$ cat config.mk
export PLATFORM = sky130hd
export DESIGN_NAME = float_to_int_quantizer_top
export DESIGN_NICKNAME = d
export VERILOG_FILES = /design/src/hw/rtl/fiq_pkg.sv /design/src/hw/rtl/float_to_int_quantizer_top.sv
export SDC_FILE = /design/constraint.sdc
export NUM_CORES = 2
export LEC_CHECK = 0
export ABC_AREA = 1
export ABC_CLOCK_PERIOD_IN_PS = 36900
export BUFFER_PORTS_ARGS = -buffer_cell sky130_fd_sc_hd__clkbuf_2
export CAP_MARGIN = 20
export CORE_ASPECT_RATIO = 1.4
export CORE_MARGIN = 2
export CORE_UTILIZATION = 59
export DETAILED_ROUTE_END_ITERATION = 8
export PLACE_DENSITY = 0.88
export SKIP_LAST_GASP = 1
export SYNTH_ARGS = -nofsm -noshare
export SYNTH_HDL_FRONTEND = slang
export SYNTH_SLANG_ARGS = --single-unit
$ cat constraint.sdc
create_clock -name clock -period 36.9 [get_ports clock]
set_input_delay 5.535 -clock clock [delete_from_list [all_inputs] [get_ports clock]]
set_output_delay 5.535 -clock clock [all_outputs]
set_load 0.1 [all_outputs]
$ cat src/hw/rtl/fiq_pkg.sv
// fiq_pkg: types and constants for the float-to-int quantizer.
// Depends on nothing; imported by float_to_int_quantizer_top.
package fiq_pkg;

   localparam int unsigned CSR_INDEX_W = 2;
   localparam logic [CSR_INDEX_W-1:0] CSR_SCALE = 2'd0;
   localparam logic [CSR_INDEX_W-1:0] CSR_ZERO  = 2'd1;
   localparam logic [CSR_INDEX_W-1:0] CSR_WIDTH = 2'd2;

   localparam logic WM_INT8 = 1'b0;
   localparam logic WM_INT4 = 1'b1;

   localparam logic [31:0] SCALE_RESET = 32'h3F80_0000;

   localparam int unsigned EXP_W    = 10;  // unbiased operand exponent
   localparam int unsigned QEXP_W   = 11;  // quotient exponent
   localparam int unsigned MANT_W   = 24;
   localparam int unsigned REM_W    = 26;
   localparam int unsigned QBITS    = 27;  // 24 mantissa + guard + 2 sticky
   localparam int unsigned STEPS    = 3;   // quotient bits per divider stage
   localparam int unsigned DIV_STGS = QBITS / STEPS;
   localparam int unsigned FRAC_W   = 29;  // fixed point LSB is 2^-29
   localparam int unsigned FIX_W    = 39;  // |q| < 2^10
   localparam int unsigned SUM_W    = 41;
   localparam int unsigned MAG_W    = 40;
   localparam int unsigned RMAG_W   = 12;
   localparam int unsigned NSTAGES  = DIV_STGS + 8;

   localparam logic [RMAG_W-1:0] POS8 = 12'd127;
   localparam logic [RMAG_W-1:0] NEG8 = 12'd128;
   localparam logic [RMAG_W-1:0] POS4 = 12'd7;
   localparam logic [RMAG_W-1:0] NEG4 = 12'd8;

   typedef struct packed {
      logic                    sign;
      logic                    is_zero;
      logic                    is_inf;
      logic                    is_nan;
      logic [MANT_W-1:0]       mant;
      logic signed [EXP_W-1:0] expo;
   } fp_type;

   typedef struct packed {
      logic sign;
      logic nan;
      logic sat;
      logic zero;
      logic eov;
   } meta_type;

   typedef struct packed {
      meta_type                 meta;
      logic [MANT_W-1:0]        mv;
      logic [MANT_W-1:0]        ms;
      logic signed [EXP_W-1:0]  ev;
      logic signed [EXP_W-1:0]  es;
   } dec_type;

   typedef struct packed {
      meta_type                 meta;
      logic [REM_W-1:0]         rem;
      logic [MANT_W-1:0]        dvs;
      logic [QBITS-1:0]         quo;
      logic signed [QEXP_W-1:0] eq;
   } div_type;

   typedef struct packed {
      meta_type                 meta;
      logic [MANT_W-1:0]        mant;
      logic signed [QEXP_W-1:0] eq;
   } rnd_type;

   function automatic fp_type unpack_fp(input logic [31:0] f);
      fp_type     r;
      logic [7:0] e;
      logic [22:0] m;
      logic [4:0] lz;
      logic       found;
      e = f[30:23];
      m = f[22:0];
      lz = '0;
      found = 1'b0;
      for (int i = 22; i >= 0; i--) begin
         if (!found && m[i]) begin
            lz = 5'(22 - i);
            found = 1'b1;
         end
      end
      r.sign    = f[31];
      r.is_zero = (e == 8'd0) && (m == 23'd0);
      r.is_inf  = (e == 8'hFF) && (m == 23'd0);
      r.is_nan  = (e == 8'hFF) && (m != 23'd0);
      if (e == 8'd0) begin
         r.mant = MANT_W'({1'b0, m}) << (lz + 5'd1);
         r.expo = -10'sd127 - $signed({5'd0, lz});
      end else begin
         r.mant = {1'b1, m};
         r.expo = $signed({2'b00, e}) - 10'sd127;
      end
      return r;
   endfunction

endpackage

$ cat src/hw/rtl/float_to_int_quantizer_top.sv
// float_to_int_quantizer_top: float32 / scale + zero point, rounded and clamped to int8/int4.
// One word per cycle sustained while rsp is not stalled.
// Stages: decode, prescale, 9 divider stages (3 quotient bits each), 6 round/add/clamp stages.
// The whole pipeline holds when rsp is stalled.
// Synchronous active-high reset clears valid bits and config (scale 1.0, zero 0, int8).
// Depends on fiq_pkg.
module float_to_int_quantizer_top import fiq_pkg::*; (
   input  logic                   clock,
   input  logic                   reset,
   input  logic                   req_tvalid,
   output logic                   req_tready,
   input  logic [31:0]            req_tdata,   // [31:0] sample_bits
   input  logic                   req_tlast,   // end_of_vector
   output logic                   rsp_tvalid,
   input  logic                   rsp_tready,
   output logic [7:0]             rsp_tdata,   // [7:0] quantized
   output logic                   rsp_tlast,   // end_of_vector_out
   input  logic                   csr_valid,
   output logic                   csr_ready,
   input  logic [CSR_INDEX_W-1:0] csr_index,
   input  logic [31:0]            csr_data
);

   logic [31:0]        scale_ff;
   logic signed [7:0]  zoff_ff;
   logic               wmode_ff;
   logic [NSTAGES-1:0] v_ff;
   logic               en;

   dec_type dec_ff, dec_in;
   div_type dv_ff [DIV_STGS+1];
   div_type dv_in [DIV_STGS+1];
   rnd_type rnd_ff, rnd_in;
   meta_type fix_meta_ff, fix_meta_in;
   logic [FIX_W-1:0] fix_ff, fix_in;
   meta_type sum_meta_ff;
   logic signed [SUM_W-1:0] sum_ff, sum_in;
   meta_type abs_meta_ff;
   logic [MAG_W-1:0] mag_ff, mag_in;
   logic abs_neg_ff, abs_neg_in;
   meta_type enc_meta_ff;
   logic [RMAG_W-1:0] rmag_ff, rmag_in;
   logic enc_neg_ff;
   logic [7:0] q_ff, q_in;
   logic eov_ff;

   assign en         = ~v_ff[NSTAGES-1] | rsp_tready;
   assign req_tready = en;
   assign csr_ready  = 1'b1;
   assign rsp_tvalid = v_ff[NSTAGES-1];
   assign rsp_tdata  = q_ff;
   assign rsp_tlast  = eov_ff;

   always_ff @(posedge clock) begin
      if (reset) begin
         scale_ff <= SCALE_RESET;
         zoff_ff  <= '0;
         wmode_ff <= WM_INT8;
      end else if (csr_valid) begin
         unique case (csr_index)
            CSR_SCALE: scale_ff <= csr_data;
            CSR_ZERO:  zoff_ff  <= $signed(csr_data[7:0]);
            CSR_WIDTH: wmode_ff <= csr_data[0];
            default:   ;
         endcase
      end
   end

   always_ff @(posedge clock) begin
      if (reset) begin
         v_ff <= '0;
      end else if (en) begin
         v_ff <= {v_ff[NSTAGES-2:0], req_tvalid};
      end
   end

   // decode and normalize
   always_comb begin
      fp_type v;
      fp_type s;
      v = unpack_fp(req_tdata);
      s = unpack_fp(scale_ff);
      if (s.is_zero) begin
         s.sign = 1'b0;
         s.mant = {1'b1, 23'd0};
         s.expo = '0;
      end
      dec_in.meta.sign = v.sign ^ s.sign;
      dec_in.meta.nan  = v.is_nan | s.is_nan | (v.is_inf & s.is_inf);
      dec_in.meta.sat  = v.is_inf;
      dec_in.meta.zero = v.is_zero | s.is_inf;
      dec_in.meta.eov  = req_tlast;
      dec_in.mv = v.mant;
      dec_in.ms = s.mant;
      dec_in.ev = v.expo;
      dec_in.es = s.expo;
   end

   // prescale so the quotient lies in [1,2)
   always_comb begin
      logic lt;
      lt = dec_ff.mv < dec_ff.ms;
      dv_in[0].meta = dec_ff.meta;
      dv_in[0].dvs  = dec_ff.ms;
      dv_in[0].quo  = '0;
      dv_in[0].rem  = lt ? {1'b0, dec_ff.mv, 1'b0} : {2'b00, dec_ff.mv};
      dv_in[0].eq   = QEXP_W'(dec_ff.ev) - QEXP_W'(dec_ff.es) - QEXP_W'({1'b0, lt});
   end

   always_ff @(posedge clock) begin
      if (en) begin
         dec_ff   <= dec_in;
         dv_ff[0] <= dv_in[0];
      end
   end

   for (genvar k = 0; k < DIV_STGS; k++) begin : g_div
      always_comb begin
         div_type d;
         d = dv_ff[k];
         for (int j = 0; j < STEPS; j++) begin
            if (d.rem >= {2'b00, d.dvs}) begin
               d.rem = d.rem - {2'b00, d.dvs};
               d.quo = {d.quo[QBITS-2:0], 1'b1};
            end else begin
               d.quo = {d.quo[QBITS-2:0], 1'b0};
            end
            d.rem = {d.rem[REM_W-2:0], 1'b0};
         end
         dv_in[k+1] = d;
      end
      always_ff @(posedge clock) begin
         if (en) begin
            dv_ff[k+1] <= dv_in[k+1];
         end
      end
   end

   // round quotient to nearest even
   always_comb begin
      div_type d;
      logic [MANT_W:0] m;
      logic g, st, up;
      d  = dv_ff[DIV_STGS];
      g  = d.quo[2];
      st = (|d.quo[1:0]) | (|d.rem);
      up = g & (st | d.quo[3]);
      m  = {1'b0, d.quo[QBITS-1:3]} + (MANT_W+1)'(up);
      rnd_in.meta = d.meta;
      if (m[MANT_W]) begin
         rnd_in.mant = {1'b1, 23'd0};
         rnd_in.eq   = d.eq + 11'sd1;
      end else begin
         rnd_in.mant = m[MANT_W-1:0];
         rnd_in.eq   = d.eq;
      end
   end

   // align |q| to fixed point
   always_comb begin
      logic [62:0] wide;
      logic [5:0]  shamt;
      shamt  = 6'(rnd_ff.eq + 11'sd30);
      wide   = 63'(rnd_ff.mant) << shamt;
      fix_in = wide[62:24];
      fix_in[0] = wide[24] | (|wide[23:0]);
      if (rnd_ff.meta.zero) begin
         fix_in = '0;
      end else if (rnd_ff.eq < -11'sd30) begin
         fix_in = FIX_W'(1);
      end
      fix_meta_in     = rnd_ff.meta;
      fix_meta_in.sat = rnd_ff.meta.sat | (~rnd_ff.meta.zero & (rnd_ff.eq > 11'sd9));
   end

   always_ff @(posedge clock) begin
      if (en) begin
         rnd_ff      <= rnd_in;
         fix_meta_ff <= fix_meta_in;
         fix_ff      <= fix_in;
      end
   end

   always_comb begin
      logic signed [SUM_W-1:0] sq;
      sq = $signed({2'b00, fix_ff});
      if (fix_meta_ff.sign) begin
         sq = -sq;
      end
      sum_in = sq + $signed({{4{zoff_ff[7]}}, zoff_ff, 29'd0});
   end

   always_comb begin
      logic signed [SUM_W-1:0] t;
      abs_neg_in = sum_ff[SUM_W-1];
      t = abs_neg_in ? -sum_ff : sum_ff;
      mag_in = t[MAG_W-1:0];
   end

   // emulate the float rounding of the sum at the half-integer thresholds
   always_comb begin
      logic [5:0]  idx;
      logic        found;
      logic [SUM_W-1:0] a;
      idx   = '0;
      found = 1'b0;
      for (int i = MAG_W - 1; i >= 27; i--) begin
         if (!found && mag_ff[i]) begin
            idx   = 6'(i);
            found = 1'b1;
         end
      end
      a = {1'b0, mag_ff} + (SUM_W'(1) << 28) + (SUM_W'(1) << (idx - 6'd24));
      rmag_in = found ? a[SUM_W-1:FRAC_W] : '0;
   end

   always_ff @(posedge clock) begin
      if (en) begin
         sum_meta_ff <= fix_meta_ff;
         sum_ff      <= sum_in;
         abs_meta_ff <= sum_meta_ff;
         mag_ff      <= mag_in;
         abs_neg_ff  <= abs_neg_in;
         enc_meta_ff <= abs_meta_ff;
         rmag_ff     <= rmag_in;
         enc_neg_ff  <= abs_neg_ff;
      end
   end

   always_comb begin
      logic [RMAG_W-1:0] pos_lim, neg_lim;
      logic [RMAG_W-1:0] neg_val;
      pos_lim = (wmode_ff == WM_INT4) ? POS4 : POS8;
      neg_lim = (wmode_ff == WM_INT4) ? NEG4 : NEG8;
      neg_val = -rmag_ff;
      if (enc_meta_ff.nan) begin
         q_in = '0;
      end else if (enc_meta_ff.sat) begin
         q_in = enc_meta_ff.sign ? 8'(-neg_lim) : pos_lim[7:0];
      end else if (enc_neg_ff) begin
         q_in = (rmag_ff > neg_lim) ? 8'(-neg_lim) : neg_val[7:0];
      end else begin
         q_in = (rmag_ff > pos_lim) ? pos_lim[7:0] : rmag_ff[7:0];
      end
   end

   always_ff @(posedge clock) begin
      if (en) begin
         q_ff   <= q_in;
         eov_ff <= enc_meta_ff.eov;
      end
   end

endmodule
* Word-level counts from Yosys, hierarchy flattened
Memory sizes are Yosys's and may differ from the RTL's. Cells that the tools add are included. Widths: inputs -> output; s select.
Word-level totals: word-level logic and storage cells 467, memory bits (writable) 930, output and inout bits 12, register bits after elaboration 330, memories 1, input port bits 72
Memory list:
- dv_ff | words 10, width 93, read ports 10, clocked after memory_dff 0, wr ports 10, line float_to_int_quantizer_top.sv:31 | div_type dv_ff [DIV_STGS+1];
Cells by class: reduce and logical (&&, ||, !) cells 133, eq/ne operators 4, multiplexer cells 185, shift-type cells 4, bitwise gates (word level) 15, magnitude comparators 32, $add $sub $neg 46
Operators with widths (number):
- $ge 26x24->1 | 27
- $mux 25 | 28
- $sub 25x24->25 | 27
- $mux 5 | 42
- $mux 1 | 90
- $mux 6 | 13
- $mux 33 | 2
- $shl 24x6->63 | 1
- $logic_and 1x1->1 | 62
- $logic_not 1->1 | 56
- $mux 8 | 6
- $shl 23x5->24 | 2
- $logic_not 23->1 | 2
- $reduce_bool 23->1 | 2
- $add 40x29->41 const B | 1
- $add 41x37->41 | 1
- $add 41x41->41 | 1
- $mux 41 | 1
- $neg 39->41 | 1
- $shl 1x6->41 const A | 1
- $mux 40 | 1
- $neg 40->40 | 1
- $reduce_or 26->1 | 1
- $add 24x1->25 | 1
- other kinds (28) | 49

* Longest topological paths before layout
depth in word-level cells 70, gate-level depth with buffers 51, gate-level depth less buffers 49

* Worst setup path before layout
Ideal clock, no wire load.
path kind input port to output port, start in rsp_tready, end out req_tready, buffers on the path 1, cell stages on the path 3, required time 31365 ps, arrival time 34395 ps, setup slack -3030 ps, cell sequence nor2_1 > clkinv_1 > clkbuf_1
Between the ends: longest elaborated chain between the ends 1
RTL lines:
- start: declaration | line float_to_int_quantizer_top.sv:15 | input logic rsp_tready,
- $or 1x1->1 | line float_to_int_quantizer_top.sv:47 | assign en = ~v_ff[NSTAGES-1] | rsp_tready;
- end: declaration | line float_to_int_quantizer_top.sv:11 | output logic req_tready,
Every way passes these cells.

* Final worst setup path
Same ends and word-level chain as after synthesis.

==> results.ini <==
[worst_setup_path]
critPathRequiredTime_ns=31.36
worstPathArrival_ns=7.08
crit_path_end_kind=primary output
rr_worst_depth=33
start_kind=input pin
critPathMaxFanout=94
crit_type=in -> out
r2r_end=dv_ff[6][71]
rrSetupSlack_ns=27.39
r2r-start=dv_ff[5][38]

[timing]
hold_viol_final=0
rsz0062_at_grt=no
setup_tns_ns=0
skew_ns=0.0908
fin_crit_ns=12.62
timing.final.crit_share_pct=34.2
report.final.slew_viol_count=0
tightest_slew_ns=1.20
slew_headroom_pct=19.7
hold_slack_ns=0.406
max_freq_ghz=0.0793
setup_violations=0

[logic_synthesis]
synthArstFlopShare_pct=0
seq_area_frac_synth_pct=36.7
synth_edf_count=1030
synthFlopType=edfxtp_1
synthCells=11200
synth-seq-cells=1088
yosysUniqueCellTypes=88
netlist_area_um2=87500
ys_top_cells_by_area=edfxtp_1 (35%), nand2_1 (12%), ha_1 (11%)
synth_top_area_cell=edfxtp_1
yosysWarnings=0
yosysTopAreaCellShare_pct=35.4
syn_avg_cell_area_um2=7.81

[placed_design]
dpl_cell_area_um2=89400
portBuffers=82
place.gp.congestion=1.01
dp_hpwl_mm=228

[layout]
seq_area_um2=32100
fin_util_pct=63.1
nets=12000
stdcell_area_um2=93200
area_growth_pct=6.49
multi_input_area_um2=49500
fillers=12800
drive_gt1_share_pct=5.01

[global_route]
grt_max_degree=223
overflow=0
met3_usage_pct=5.48
grt_antenna_before_repair=17
grtUsageMet1_pct=38.1
grt_pass1_wl_mm=433
first_global_vias=77700
gr-usage-met2_pct=65.9
grt_most_used_layer=met2
grt.total_usage_pct=37.1

[die]
die_y_um=460
rows=167
start_util_pct=59.3
dieArea_um2=151000
io_pins=84
die_w_um=329
core_um2=148000

[route]
wire_per_inst_um=21.7
drc=0
drtIter0Drc=6683
final_antenna_net_count=0
viasPerCell=6.01
routed_wl_mm=287
first_pass_iters=9
vias=79600

[clock_tree]
cts_setup_buffers=0
hold_buffers=0
h-tree-depth=3
post_cts_resized=0
path_clk_slew_ns=0.06
root_buffer=clkbuf_16
cts.sinks=1088
cts_buffer_depth=3
insertion_delay_ns=0.79
cts_buffers=106
cts_tree=built

[worst_hold_path]
min-delay-start=dv_ff[8][12]
hp-class=reg -> reg
hold_depth=0
min_to=dv_ff[9][15]

[run]
maxCapViolCount=0

[run_status]
outcome=completed

state kept, by name (all words and copies together) (netlist names):
register	cells
dv_ff	761
dec_ff	71
sum_ff	41
fix_ff	39
mag_ff	39
rnd_ff	36
scale_ff	32
v_ff	17
rmag_ff	12
rsp_tdata	8
zoff_ff	8
abs_meta_ff	4
enc_meta_ff	4
fix_meta_ff	4
fix_meta_in	4
sum_meta_ff	4
abs_neg_ff	1
enc_neg_ff	1
rsp_tlast	1
wmode_ff	1
Yosys cell counts, types with 9 or more instances:
cell type,count
nand3_2,23
buf_6,28
o21ai_0,888
buf_2,59
xnor2_1,307
dfxtp_1,58
o21a_1,30
nand3_1,603
inv_1,1189
a21oi_1,882
o31ai_1,14
a31oi_1,50
nor2_1,796
a21boi_0,34
o211ai_1,42
nand2_2,41
clkbuf_1,94
nand2_1,2883
nand3b_1,11
a21o_1,71
mux2i_1,9
nor3_1,149
nor4_1,59
a211oi_1,12
nand4_1,152
fa_1,13
nor3_2,11
nor2_4,18
xor2_1,402
or2_2,42
o21ai_1,89
a21oi_2,9
o21ai_2,18
o2111ai_1,12
inv_2,39
buf_1,9
nand3_4,9
ha_1,753
nor2_2,15
o22ai_1,29
buf_4,37
edfxtp_1,1030
clkinv_1,9
o21bai_1,60
metrics by stage:
stage | setup slack [ns] | cells
after detailed placement | 24.30 | 13000
after global routing | 24.26 | 13200
after CTS | 24.31 | 13200
final | 24.28 | 13200
after global placement | 24.32 | 13000
after floorplan | 12.29 | 11200
final cells by class:
class	count	area share, %
multi-input combinational	8645	53.1
sequential	1088	34.5
inverter	1242	5.02
clock buffer	127	3.01
tap	1943	2.61
clock inverter	70	0.940
timing repair buffer	118	0.801
antenna	14	0.0376
kinds of logic (layout without fill, tap and decap cells):
family | Yosys count | after routing | synth area share [%]
DFF | 1088 | 1088 | 36.7
AOI/OAI and AO/OA | 2295 | 2295 | 14.5
muxes | 9 | 9 | 0.103
and+or+nand+nor | 4853 | 4853 | 23.7
xor gates and xnor gates | 711 | 711 | 7.16
buffers and inverters | 1472 | 1557 | 6.82
adders and majority gates | 766 | 766 | 11.1
other | 2 | 25 | 0.00859
critical path: stages:
cell	delay [ns]
clkbuf_2	0.16
nor2_1	0.09
buf_4	0.20
inv_8	0.48
clkbuf_2	0.58
metal layers:
| layer | up-vias | wire length (um) | part of all wire (%) |
|---|---|---|---|
| li1 | 38200 | - | - |
| met1 | 36900 | 99600 | 35 |
| met2 | 3320 | 141000 | 49 |
| met3 | 1132 | 17100 | 6.0 |
| met4 | 4 | 29100 | 10 |
| met5 | - | 27 | 0.0094 |
worst max-delay path by stage:
stage	endpoint	cells after the start	slack, ns	startpoint
final	req_tready	5	24.28	rsp_tready
after global routing	req_tready	5	24.26	rsp_tready
after CTS	req_tready	5	24.31	rsp_tready
after detailed placement	req_tready	5	24.30	rsp_tready
after global placement	req_tready	5	24.32	rsp_tready
after floorplan	req_tready	3	12.29	rsp_tready
placed cells by master, fill, tap and decap left out, types with 19 or more instances in the layout:
cell type / instances
buf_4: 32
ha_1: 753
clkbuf_16: 107
xor2_1: 401
o211ai_1: 42
edfxtp_1: 1030
o22ai_1: 29
xnor2_1: 306
dfxtp_1: 58
nand2_1: 2883
o21bai_1: 60
o21ai_1: 89
a21boi_0: 34
nand3_1: 603
clkbuf_2: 82
a21oi_1: 882
a21o_1: 71
nor4_1: 58
inv_1: 1189
nand3_2: 23
nand4_1: 152
clkinv_1: 19
o21a_1: 30
inv_2: 39
o21ai_0: 888
a31oi_1: 50
nand2_2: 41
nor2_1: 796
or2_2: 42
nor3_1: 148
Power is not shown: default switching activity piles up to over one toggle a cycle in this logic, so the estimate is an artifact.
